===== config.mk =====
export PLATFORM = sky130hd
export DESIGN_NAME = utf16_to_utf8_encoder_flat
export DESIGN_NICKNAME = d
export VERILOG_FILES = /design/src/rtl/u16u8_pkg.sv /design/src/rtl/u16u8_if.sv /design/src/rtl/u16u8_front.sv /design/src/rtl/u16u8_queue.sv /design/src/rtl/u16u8_back.sv /design/src/rtl/utf16_to_utf8_encoder.sv /design/src/flat_wrapper.sv
export SDC_FILE = /design/constraint.sdc
export NUM_CORES = 1
export LEC_CHECK = 0
export BUFFER_PORTS_ARGS = -buffer_cell sky130_fd_sc_hd__buf_2
export CORE_MARGIN = 3
export CORE_UTILIZATION = 25
export DETAILED_ROUTE_END_ITERATION = 12
export PLACE_DENSITY = 0.5
export SLEW_MARGIN = 25
export SYNTH_ARGS = -nofsm -noshare
export SYNTH_HDL_FRONTEND = slang
export SYNTH_HIERARCHICAL = 1
export SYNTH_SLANG_ARGS = --single-unit
export TNS_END_PERCENT = 20

===== constraint.sdc =====
create_clock -name clk -period 11.78 [get_ports clk]
set_clock_uncertainty 0.2 [all_clocks]
set_input_delay 1.767 -clock clk [delete_from_list [all_inputs] [get_ports clk]]
set_output_delay 1.767 -clock clk [all_outputs]
set_load 0.01 [all_outputs]

===== src/rtl/u16u8_pkg.sv =====
package u16u8_pkg;

  localparam int QueueDepth = 2;
  localparam int QPtrW      = $clog2(QueueDepth);
  localparam int QCntW      = $clog2(QueueDepth + 1);

  localparam logic [15:0] SurHighFirst = 16'hD800;
  localparam logic [15:0] SurHighLast  = 16'hDBFF;
  localparam logic [15:0] SurLowFirst  = 16'hDC00;
  localparam logic [15:0] SurLowLast   = 16'hDFFF;

  localparam logic [20:0] Limit1Byte   = 21'h00080;
  localparam logic [20:0] Limit2Byte   = 21'h00800;
  localparam logic [20:0] Limit3Byte   = 21'h10000;
  localparam logic [20:0] SuppBase     = 21'h10000;

  localparam logic [7:0]  Lead2        = 8'hC0;
  localparam logic [7:0]  Lead3        = 8'hE0;
  localparam logic [7:0]  Lead4        = 8'hF0;
  localparam logic [7:0]  ContMark     = 8'h80;
  localparam logic [7:0]  ContMask     = 8'h3F;

  // One encoded code point: up to four bytes, b[0] goes out first.
  typedef struct packed {
    logic [3:0][7:0] b;
    logic [2:0]      len;
  } seq_t;

  // Work handed from the front end to the byte sequencer. s0 is never empty.
  typedef struct packed {
    seq_t s0;
    seq_t s1;
    logic last;
  } job_t;

  typedef struct packed {
    logic full;
    logic empty;
  } q_status_t;

  function automatic logic [7:0] cont_byte(input logic [5:0] bits6);
    return ContMark | ({2'b00, bits6} & ContMask);
  endfunction

  function automatic seq_t encode_point(input logic [20:0] cp);
    seq_t s;
    s = '0;
    if (cp < Limit1Byte) begin
      s.b[0] = cp[7:0];
      s.len  = 3'd1;
    end else if (cp < Limit2Byte) begin
      s.b[0] = Lead2 | {3'b000, cp[10:6]};
      s.b[1] = cont_byte(cp[5:0]);
      s.len  = 3'd2;
    end else if (cp < Limit3Byte) begin
      s.b[0] = Lead3 | {4'b0000, cp[15:12]};
      s.b[1] = cont_byte(cp[11:6]);
      s.b[2] = cont_byte(cp[5:0]);
      s.len  = 3'd3;
    end else begin
      s.b[0] = Lead4 | {5'b00000, cp[20:18]};
      s.b[1] = cont_byte(cp[17:12]);
      s.b[2] = cont_byte(cp[11:6]);
      s.b[3] = cont_byte(cp[5:0]);
      s.len  = 3'd4;
    end
    return s;
  endfunction

endpackage


===== src/rtl/u16u8_if.sv =====
interface u16u8_unit_if;
  logic        valid;
  logic        ready;
  logic [15:0] code_unit;
  logic        last_unit;

  modport source (output valid, code_unit, last_unit, input ready);
  modport sink   (input valid, code_unit, last_unit, output ready);
endinterface

interface u16u8_byte_if;
  logic       valid;
  logic       ready;
  logic [7:0] out_byte;
  logic       run_last;
  logic       text_end;

  modport source (output valid, out_byte, run_last, text_end, input ready);
  modport sink   (input valid, out_byte, run_last, text_end, output ready);
endinterface


===== src/rtl/u16u8_front.sv =====
module u16u8_front (
  input  logic                clk,
  input  logic                rst,
  u16u8_unit_if.sink          units,
  input  u16u8_pkg::q_status_t q_stat,
  output logic                push,
  output u16u8_pkg::job_t     push_job
);
  import u16u8_pkg::*;

  logic       held_valid;
  logic [9:0] held_high_bits;
  logic       held_valid_next;
  logic [9:0] held_high_bits_next;
  logic       accept;
  logic       is_high;
  logic       is_low;
  logic       has_job;
  logic [20:0] pair_cp;

  assign units.ready = !q_stat.full;
  assign accept      = units.valid && units.ready;

  assign is_high = units.code_unit >= SurHighFirst && units.code_unit <= SurHighLast;
  assign is_low  = units.code_unit >= SurLowFirst  && units.code_unit <= SurLowLast;
  assign pair_cp = SuppBase + {1'b0, held_high_bits, units.code_unit[9:0]};

  always_comb begin
    push_job            = '0;
    push_job.last       = units.last_unit;
    has_job             = 1'b1;
    held_valid_next     = 1'b0;
    held_high_bits_next = '0;
    if (held_valid) begin
      if (is_low) begin
        push_job.s0 = encode_point(pair_cp);
      end else begin
        // orphaned high surrogate goes out on its own, then the new unit unless that is a high surrogate to hold
        push_job.s0 = encode_point({5'b00000, SurHighFirst | {6'b000000, held_high_bits}});
        if (is_high && !units.last_unit) begin
          held_valid_next     = 1'b1;
          held_high_bits_next = units.code_unit[9:0];
        end else begin
          push_job.s1 = encode_point({5'b00000, units.code_unit});
        end
      end
    end else if (is_high && !units.last_unit) begin
      has_job             = 1'b0;
      held_valid_next     = 1'b1;
      held_high_bits_next = units.code_unit[9:0];
    end else begin
      push_job.s0 = encode_point({5'b00000, units.code_unit});
    end
  end

  assign push = accept && has_job;

  always_ff @(posedge clk) begin
    if (rst) begin
      held_valid     <= 1'b0;
      held_high_bits <= '0;
    end else if (accept) begin
      held_valid     <= held_valid_next;
      held_high_bits <= held_high_bits_next;
    end
  end

endmodule


===== src/rtl/u16u8_queue.sv =====
module u16u8_queue (
  input  logic                 clk,
  input  logic                 rst,
  input  logic                 push,
  input  u16u8_pkg::job_t      push_job,
  input  logic                 pop,
  output u16u8_pkg::job_t      head,
  output u16u8_pkg::q_status_t q_stat
);
  import u16u8_pkg::*;

  job_t             entries [QueueDepth];
  logic [QPtrW-1:0] wr_ptr;
  logic [QPtrW-1:0] rd_ptr;
  logic [QCntW-1:0] count;

  assign head         = entries[rd_ptr];
  assign q_stat.full  = count == QCntW'(QueueDepth);
  assign q_stat.empty = count == '0;

  always_ff @(posedge clk) begin
    if (push) begin
      entries[wr_ptr] <= push_job;
    end
  end

  always_ff @(posedge clk) begin
    if (rst) begin
      wr_ptr <= '0;
      rd_ptr <= '0;
      count  <= '0;
    end else begin
      if (push) begin
        wr_ptr <= (wr_ptr == QPtrW'(QueueDepth - 1)) ? '0 : wr_ptr + 1'b1;
      end
      if (pop) begin
        rd_ptr <= (rd_ptr == QPtrW'(QueueDepth - 1)) ? '0 : rd_ptr + 1'b1;
      end
      case ({push, pop})
        2'b10:   count <= count + 1'b1;
        2'b01:   count <= count - 1'b1;
        default: count <= count;
      endcase
    end
  end

endmodule


===== src/rtl/u16u8_back.sv =====
module u16u8_back (
  input  logic                 clk,
  input  logic                 rst,
  input  u16u8_pkg::job_t      head,
  input  u16u8_pkg::q_status_t q_stat,
  output logic                 pop,
  u16u8_byte_if.source         bytes
);
  import u16u8_pkg::*;

  logic       sel;
  logic [1:0] idx;
  logic       out_valid;
  logic [7:0] out_byte;
  logic       run_last;
  logic       text_end;
  logic       load;
  seq_t       cur;
  logic       seq_end;
  logic       job_end;

  assign cur     = sel ? head.s1 : head.s0;
  assign seq_end = ({1'b0, idx} + 3'd1) == cur.len;
  assign job_end = seq_end && (sel || head.s1.len == '0);
  assign load    = !q_stat.empty && (!out_valid || bytes.ready);
  assign pop     = load && job_end;

  assign bytes.valid    = out_valid;
  assign bytes.out_byte = out_byte;
  assign bytes.run_last = run_last;
  assign bytes.text_end = text_end;

  always_ff @(posedge clk) begin
    if (load) begin
      out_byte <= cur.b[idx];
      run_last <= job_end;
      text_end <= job_end && head.last;
    end
  end

  always_ff @(posedge clk) begin
    if (rst) begin
      out_valid <= 1'b0;
      sel       <= 1'b0;
      idx       <= '0;
    end else begin
      out_valid <= load || (out_valid && !bytes.ready);
      if (load) begin
        if (job_end) begin
          sel <= 1'b0;
          idx <= '0;
        end else if (seq_end) begin
          sel <= 1'b1;
          idx <= '0;
        end else begin
          idx <= idx + 1'b1;
        end
      end
    end
  end

endmodule


===== src/rtl/utf16_to_utf8_encoder.sv =====
// Path: a unit's job goes into the job queue, its bytes then into the output register.
// Throughput: one output byte per cycle while bytes.ready holds and the queue has a job;
// a unit yields 1 to 6 bytes, and a held high surrogate yields none.
// The byte sequencer emits these bytes from a 2-entry job queue.
// Reset (rst, synchronous, active high) clears the held surrogate, queue and output.
module utf16_to_utf8_encoder (
  input  logic         clk,
  input  logic         rst,
  u16u8_unit_if.sink   units,
  u16u8_byte_if.source bytes
);
  import u16u8_pkg::*;

  logic      push;
  logic      pop;
  job_t      push_job;
  job_t      head;
  q_status_t q_stat;

  u16u8_front u_front (
    .clk      (clk),
    .rst      (rst),
    .units    (units),
    .q_stat   (q_stat),
    .push     (push),
    .push_job (push_job)
  );

  u16u8_queue u_queue (
    .clk      (clk),
    .rst      (rst),
    .push     (push),
    .push_job (push_job),
    .pop      (pop),
    .head     (head),
    .q_stat   (q_stat)
  );

  u16u8_back u_back (
    .clk    (clk),
    .rst    (rst),
    .head   (head),
    .q_stat (q_stat),
    .pop    (pop),
    .bytes  (bytes)
  );

endmodule


===== src/flat_wrapper.sv =====
// flat-port wrapper written by rule: the top's interface ports become plain ports
module utf16_to_utf8_encoder_flat import u16u8_pkg::*;
  (clk, rst, units_valid, units_code_unit, units_last_unit, units_ready, bytes_valid, bytes_out_byte, bytes_run_last, bytes_text_end, bytes_ready);
  u16u8_unit_if units_i ();
  u16u8_byte_if bytes_i ();
  input  logic clk;
  input  logic rst;
  input wire logic [$bits(units_i.valid)-1:0] units_valid;
  input wire logic [$bits(units_i.code_unit)-1:0] units_code_unit;
  input wire logic [$bits(units_i.last_unit)-1:0] units_last_unit;
  output wire logic [$bits(units_i.ready)-1:0] units_ready;
  output wire logic [$bits(bytes_i.valid)-1:0] bytes_valid;
  output wire logic [$bits(bytes_i.out_byte)-1:0] bytes_out_byte;
  output wire logic [$bits(bytes_i.run_last)-1:0] bytes_run_last;
  output wire logic [$bits(bytes_i.text_end)-1:0] bytes_text_end;
  input wire logic [$bits(bytes_i.ready)-1:0] bytes_ready;
  assign units_i.valid = units_valid;
  assign units_i.code_unit = units_code_unit;
  assign units_i.last_unit = units_last_unit;
  assign units_ready = units_i.ready;
  assign bytes_valid = bytes_i.valid;
  assign bytes_out_byte = bytes_i.out_byte;
  assign bytes_run_last = bytes_i.run_last;
  assign bytes_text_end = bytes_i.text_end;
  assign bytes_i.ready = bytes_ready;
  utf16_to_utf8_encoder u_core (.clk(clk), .rst(rst), .units(units_i), .bytes(bytes_i));
endmodule

==> results of run 1 <==
-- through the flow --
stage	instance area [sq um]	total power (W)	util	worst slack, ns
floorplan	8300	0.000873	-	5.57
global route	9370	0.00152	0.292	7.53
detailed placement	8750	0.000930	0.273	7.23
global placement	8750	0.000929	0.273	7.25
CTS	9320	0.00147	0.291	7.68
finish	9370	0.00145	0.292	7.70
-- routing by layer --
layer / share of wire / vias to the layer above / track usage / routed length (um)
li1: - / 2301 / - / -
met1: 0.50 / 2486 / 0.159 / 9440
met2: 0.45 / 128 / 0.163 / 8640
met3: 0.037 / 19 / 0.0206 / 706
met4: 0.012 / 0 / 0.0294 / 225
met5: 0 / - / 0 / 0
-- layout make-up --
cell class	instances	area [sq um]
Fill cell	3293	22700
Sequential cell	172	4970
Multi-Input combinational cell	378	3010
Tap cell	435	544
Clock buffer	19	433
Timing Repair Buffer	42	260
Clock inverter	13	133
Inverter	6	22.5
-- layout by cell type (no fill, tap or decap), types with 5 or more instances in the layout --
master / netlist / routed
a21oi_1: 33 / 33
a22o_1: 12 / 12
and2_1: 9 / 8
and3_1: 11 / 11
buf_2: 21 / 32
buf_4: 17 / 8
clkbuf_16: 0 / 17
conb_1: 1 / 14
dfxtp_1: 20 / 19
edfxtp_1: 152 / 152
inv_1: 6 / 6
mux2_2: 80 / 80
mux2i_1: 7 / 7
mux4_2: 16 / 16
nand2_1: 24 / 24
nand3_1: 20 / 20
nor2_1: 47 / 46
nor3_1: 8 / 8
o21ai_0: 13 / 13
xnor2_1: 5 / 5
-- logic make-up (layout without fill, tap and decap cells) --
group / count (synthesis) / after routing / synth area share
muxes: 103 / 103 / 0.161
buffers and inverters: 62 / 80 / 0.0419
AOI/OAI and AO/OA: 94 / 94 / 0.0795
other: 1 / 14 / 0.000455
adders and majority gates: 3 / 3 / 0.00455
xor gates and xnor gates: 9 / 9 / 0.00955
DFF: 172 / 172 / 0.602
and+or+nand+nor: 155 / 155 / 0.101
-- state kept, by name (all words and copies together), names as in the netlist, named ones only --
name,count
u_core/u_front/held_valid,1
u_core/u_queue/rd_ptr,1
u_core/u_back/bytes.out_byte,8
u_core/u_queue/count,2
u_core/u_back/idx,2
u_core/u_front/held_high_bits,10
u_core/u_back/sel,1
u_core/u_back/bytes.valid,1
u_core/u_back/bytes.run_last,1
u_core/u_queue/entries,142
u_core/u_back/bytes.text_end,1
u_core/u_queue/wr_ptr,1
-- power breakdown --
| part | total, W | leakage [nW] | internal, W | switching [W] |
|---|---|---|---|---|
| clock network | 0.000539 | 0.269 | 0.000297 | 0.000242 |
| registers | 0.000737 | 1.56 | 0.000722 | 0.0000153 |
| logic | 0.000177 | 1.20 | 0.0000739 | 0.000103 |
| total | 0.00145 | 3.03 | 0.00109 | 0.000361 |
-- worst max-delay path, delay by kind of cell --
kind	cells	cell delay, ns
buffers and inverters	3	1.04
AND/OR/NAND/NOR	5	1.06
-- worst min-delay path by stage --
stage	from	to
after floorplan	u_core/u_queue/count[1]	u_core/u_queue/count[1]
after global placement	u_core/u_back/bytes.valid	u_core/u_back/bytes.valid
after detailed placement	u_core/u_back/bytes.valid	u_core/u_back/bytes.valid
after CTS	u_core/u_back/bytes.valid	u_core/u_back/bytes.valid
after global routing	u_core/u_back/bytes.valid	u_core/u_back/bytes.valid
final	u_core/u_queue/count[1]	u_core/u_queue/count[1]
==> reports/metrics.cfg, run 1 <==
[routing]
wl_um=19000
drt_iter0_drc=429
vias=4934
dr.pass1.iters=4
ant_nets=0
vias_per_cell=4.63
wl_per_cell_um=17.8
drc=0

[layout]
diodes=0
layout-drive-gt1-share=0.297
syn2layout_area_growth_pct=13.5
layout.cells.non_filler=1065
final_nets=641

[worst_hold_path]
worstHoldPathType=register to register
hold_path_depth=2

[worst_setup_path]
critPathRequiredTime_ns=11.63
worstSetupEndpoint=u_core/u_queue/entries[0][59]
crit_path_top_delay_cell=buf_4
worst-r2r-setup-slack_ns=8.44
path_max_fanout=63
reg2regPathDepth=9
end_kind=register
critPathMostFrequentCell=nor2_1
timing.rr.end=u_core/u_queue/count[1]
crit_type=input port to register
slowest_delay_ns=0.75
start_kind=input port
startpoint=units_code_unit[15]
cp_data_arrival_time_ns=3.92
worstPathCellList=buf_2 > nand4_1 > or4_1 > nor2_1 > nor2_1 > inv_1 > nor2_4 > buf_4

[yosys]
synth.avg_cell_area_sq_um=13.8
yosys.area.top_type_share=0.553
synth.distinct_cells=65
synth_area_leaders=edfxtp_1 (55%), mux2_2 (11%), dfxtp_1 (4.9%), mux4_2 (4.4%), nor2_1 (2.1%)
synth-seq-cells=172
synth-edff-count=152
async_flop_share=0
synth.most_common_cell=edfxtp_1
netlist_area_sq_um=8250
synth_top_cell_by_area=edfxtp_1
yosys_most_used_dff=edfxtp_1
synth_common_cells=edfxtp_1 (152), mux2_2 (80), nor2_1 (47)
seq_area_frac_synth=0.602
ys_warn_count=6
netlist_instances=599

[run]
cap_viol_max_count=0

[timing]
fin_tns_setup_ns=0
tightest_slew_ns=1.01
drv_slew=0
fin_crit_sh=0.346
holdWs_ns=0.299
setup_violations=0
hold_viol=0
rsz0062_at_grt=false
fmax_mhz=245
min_period_ns=4.08
relSlewSlack=0.327

[clock_network]
cts_setup_buffers=0
htreeDepth=4
clockBufferDepth=2
cts_buffers=17
hold_buffers=0
cts_root_buf=clkbuf_16
cts_tree=built
cts.sinks=172
cts_resized=0
clk_pin_slew_ns=0.06
clock_latency_ns=0.42

[power_and_ir_drop]
powerDensity_nw_per_um2=155
ir_worst_vdd_v=0.000100
leakagePower_nw=3.03

[floorplan]
initial_core_util=0.257
fp.dieH_um=188
core_area_sq_um=32000
die-area_sq_um=35200
die-width_um=188
ioPinCount=33
rows=65

[global_route]
track_usage=0.108
grt_max_degree=72
grt_pass1_vias=4898
antenna_found_initial=0
grt_pass1_wl_um=29500
grt_overflow=0

[status]
status=finished, final reports clean

[place]
gp_congestion=0.881
numPortBuffers=32
place_inst=1031
dp_hpwl_um=12000

Note: power is estimated with default switching activity, not from simulation.
==> inputs of run 2 (changes only) <==
==> constraint.sdc (replaced) <==
create_clock -name clk -period 3.96 [get_ports clk]
set_clock_uncertainty 0.2 [all_clocks]
set_input_delay 0.594 -clock clk [delete_from_list [all_inputs] [get_ports clk]]
set_output_delay 0.594 -clock clk [all_outputs]
set_load 0.01 [all_outputs]
==> reports/metrics.cfg, run 2 (synthesized netlist as in run 1, its figures left out) <==
[floorplan]
die-area_sq_um=35200  ; unchanged
ioPinCount=33  ; unchanged
die-width_um=188  ; unchanged
core_area_sq_um=32000  ; unchanged
initial_core_util=0.257  ; unchanged
rows=65  ; unchanged
fp.dieH_um=188  ; unchanged

[clock_network]
cts_resized=0  ; unchanged
clk_pin_slew_ns=0.08  ; was 0.06 ns
cts_setup_buffers=0  ; unchanged
cts_root_buf=clkbuf_16  ; unchanged
cts_buffers=17  ; unchanged
cts_tree=built  ; unchanged
hold_buffers=0  ; unchanged
clockBufferDepth=2  ; unchanged
cts.sinks=172  ; unchanged
htreeDepth=4  ; unchanged
clock_latency_ns=0.42  ; about the same

[layout]
diodes=0  ; unchanged
largest-register=u_core/u_queue/entries  ; unchanged
nFillCells=3267  ; was 3293
final_cell_mix=edfxtp_1 (152), mux2_2 (80), nor2_1 (46), a21oi_1 (33), buf_2 (32)  ; unchanged
syn2layout_area_growth_pct=14.5  ; was 13.5%
largest_register_ffs=142  ; unchanged
stdcell_area_sq_um=9450  ; was 9370 sq um
layout.cells.non_filler=1069  ; was 1065
mostFrequentLayoutCell=edfxtp_1  ; unchanged
layout-drive-gt1-share=0.304  ; was 0.297
reg_top3=u_core/u_queue/entries x142, u_core/u_front/held_high_bits x10, u_core/u_back/bytes.out_byte x8  ; unchanged
final_nets=645  ; was 641
multi_input_comb_area_sq_um=3000  ; was 3010 sq um
seq_area_sq_um=4970  ; about the same

[routing]
drc=0  ; unchanged
wl_um=19100  ; was 19000 um
dr.pass1.iters=5  ; was 4
vias_per_cell=4.61  ; was 4.63
drt_iter0_drc=488  ; was 429
ant_nets=0  ; unchanged
wl_per_cell_um=17.9  ; was 17.8 um
vias=4930  ; was 4934

[global_route]
grt_pass1_vias=4933  ; was 4898
antenna_found_initial=0  ; unchanged
grt_max_degree=72  ; unchanged
grt_overflow=0  ; unchanged
track_usage=0.111  ; was 0.108
grt_pass1_wl_um=29900  ; was 29500 um

[power_and_ir_drop]
p_int_w=0.00340  ; was 0.00109 W
power_w=0.00451  ; was 0.00145 W
seqPwrFrac=0.486  ; was 0.507
powerDensity_nw_per_um2=477  ; was 155 nW/um^2
comb_power_share=0.118  ; was 0.122
leakagePower_nw=3.08  ; was 3.03 nW
ir_worst_vdd_v=0.000266  ; was 0.000100 V
power.net_switching_w=0.00111  ; was 0.000361 W
sw_frac_of_total=0.246  ; was 0.248
p_clk_frac=0.396  ; was 0.371

[worst_setup_path]
start_kind=register  ; was input port
crit_type=register to register  ; was input port to register
crit_family=simple AND/OR/NAND/NOR gates  ; unchanged
slowest_delay_ns=0.60  ; was 0.75 ns
cp_data_arrival_time_ns=3.29  ; was 3.92 ns
path_max_fanout=28  ; was 63
worstPathCellList=mux2_2 > mux2i_1 > xor2_1 > nand3_1 > nor3b_1 > ha_1 > or3_1 > a21oi_1  ; was buf_2 > nand4_1 > or4_1 > nor2_1 > nor2_1 > inv_1 > nor2_4 > buf_4
critPathRequiredTime_ns=4.12  ; was 11.63 ns
end_kind=register  ; unchanged
crit_path_top_delay_cell=dfxtp_4  ; was buf_4
path_buf_inv=0  ; was 3

[timing]
fin_tns_setup_ns=0  ; unchanged
worst_slack_ns=0.831  ; was 7.70 ns
hold_viol=0  ; unchanged
drv_slew=0  ; unchanged
fmax_mhz=320
relSlewSlack=0.417  ; was 0.327
fin_crit_sh=0.790
tightest_slew_ns=0.875  ; was 1.01 ns
rsz0062_at_grt=false  ; unchanged
setup_violations=0  ; unchanged
min_period_ns=3.13

[run]
cap_viol_max_count=0  ; unchanged

[worst_hold_path]
worstHoldPathType=input port to register  ; was register to register

[place]
gp_congestion=0.856  ; was 0.881
dp_slack_ns=0.751  ; was 7.23 ns
placed_cell_area_sq_um=8800  ; was 8750 sq um
place_inst=1037  ; was 1031
numPortBuffers=32  ; unchanged
dp_hpwl_um=12500  ; was 12000 um

[status]
status=finished, final reports clean  ; unchanged

[run 2: metal layers]
metal | up-vias | GRT usage | wire length, um
met2 | 132 | 0.167 | 8680
met1 | 2453 | 0.161 | 9360
met3 | 17 | 0.0213 | 808
li1 | 2328 | - | -
met4 | 0 | 0.0381 | 264
met5 | - | 0 | 0
[run 2: tightest hold or removal path, cell delays in order]
cell	delay, ns
buf_2	0.07
nand2b_1	0.10
a21oi_1	0.06
[run 2: layout make-up]
cell class                 instances  area share
clock buffer                      17      0.0450
timing repair buffer              46      0.0285
multi-input combinational        378       0.318
sequential                       172       0.526
inverter                           6     0.00238
clock inverter                    15      0.0232
tap                              435      0.0576
[run 2: worst paths after layout]
| kind | start | end | slack, ns | depth (start not counted) |
|---|---|---|---|---|
| max | register | u_core/u_queue/count[1] | 0.83 | 8 |
| max reg2reg | register | u_core/u_queue/count[1] | 0.83 | 8 |
| min reg2reg | u_core/u_back/bytes.valid | u_core/u_back/bytes.valid | 0.29 | 2 |
| min | bytes_ready | u_core/u_back/bytes.valid | 0.24 | 3 |
[run 2: through the flow]
step	util	hold WS, ns
after floorplan	-	0.261
after global placement	0.275	0.273
after detailed placement	0.275	0.280
after CTS	0.295	0.222
after global routing	0.295	0.226
final	0.295	0.240
[run 2: power by group through the flow]
stage          clock, W  combinational, W  sequential, W
2_1_floorplan         0          0.000360        0.00223
3_3_place_gp          0          0.000538        0.00223
3_5_place_dp          0          0.000539        0.00224
4_1_cts         0.00184          0.000541        0.00220
5_1_grt         0.00192          0.000584        0.00221
6_report        0.00179          0.000530        0.00219
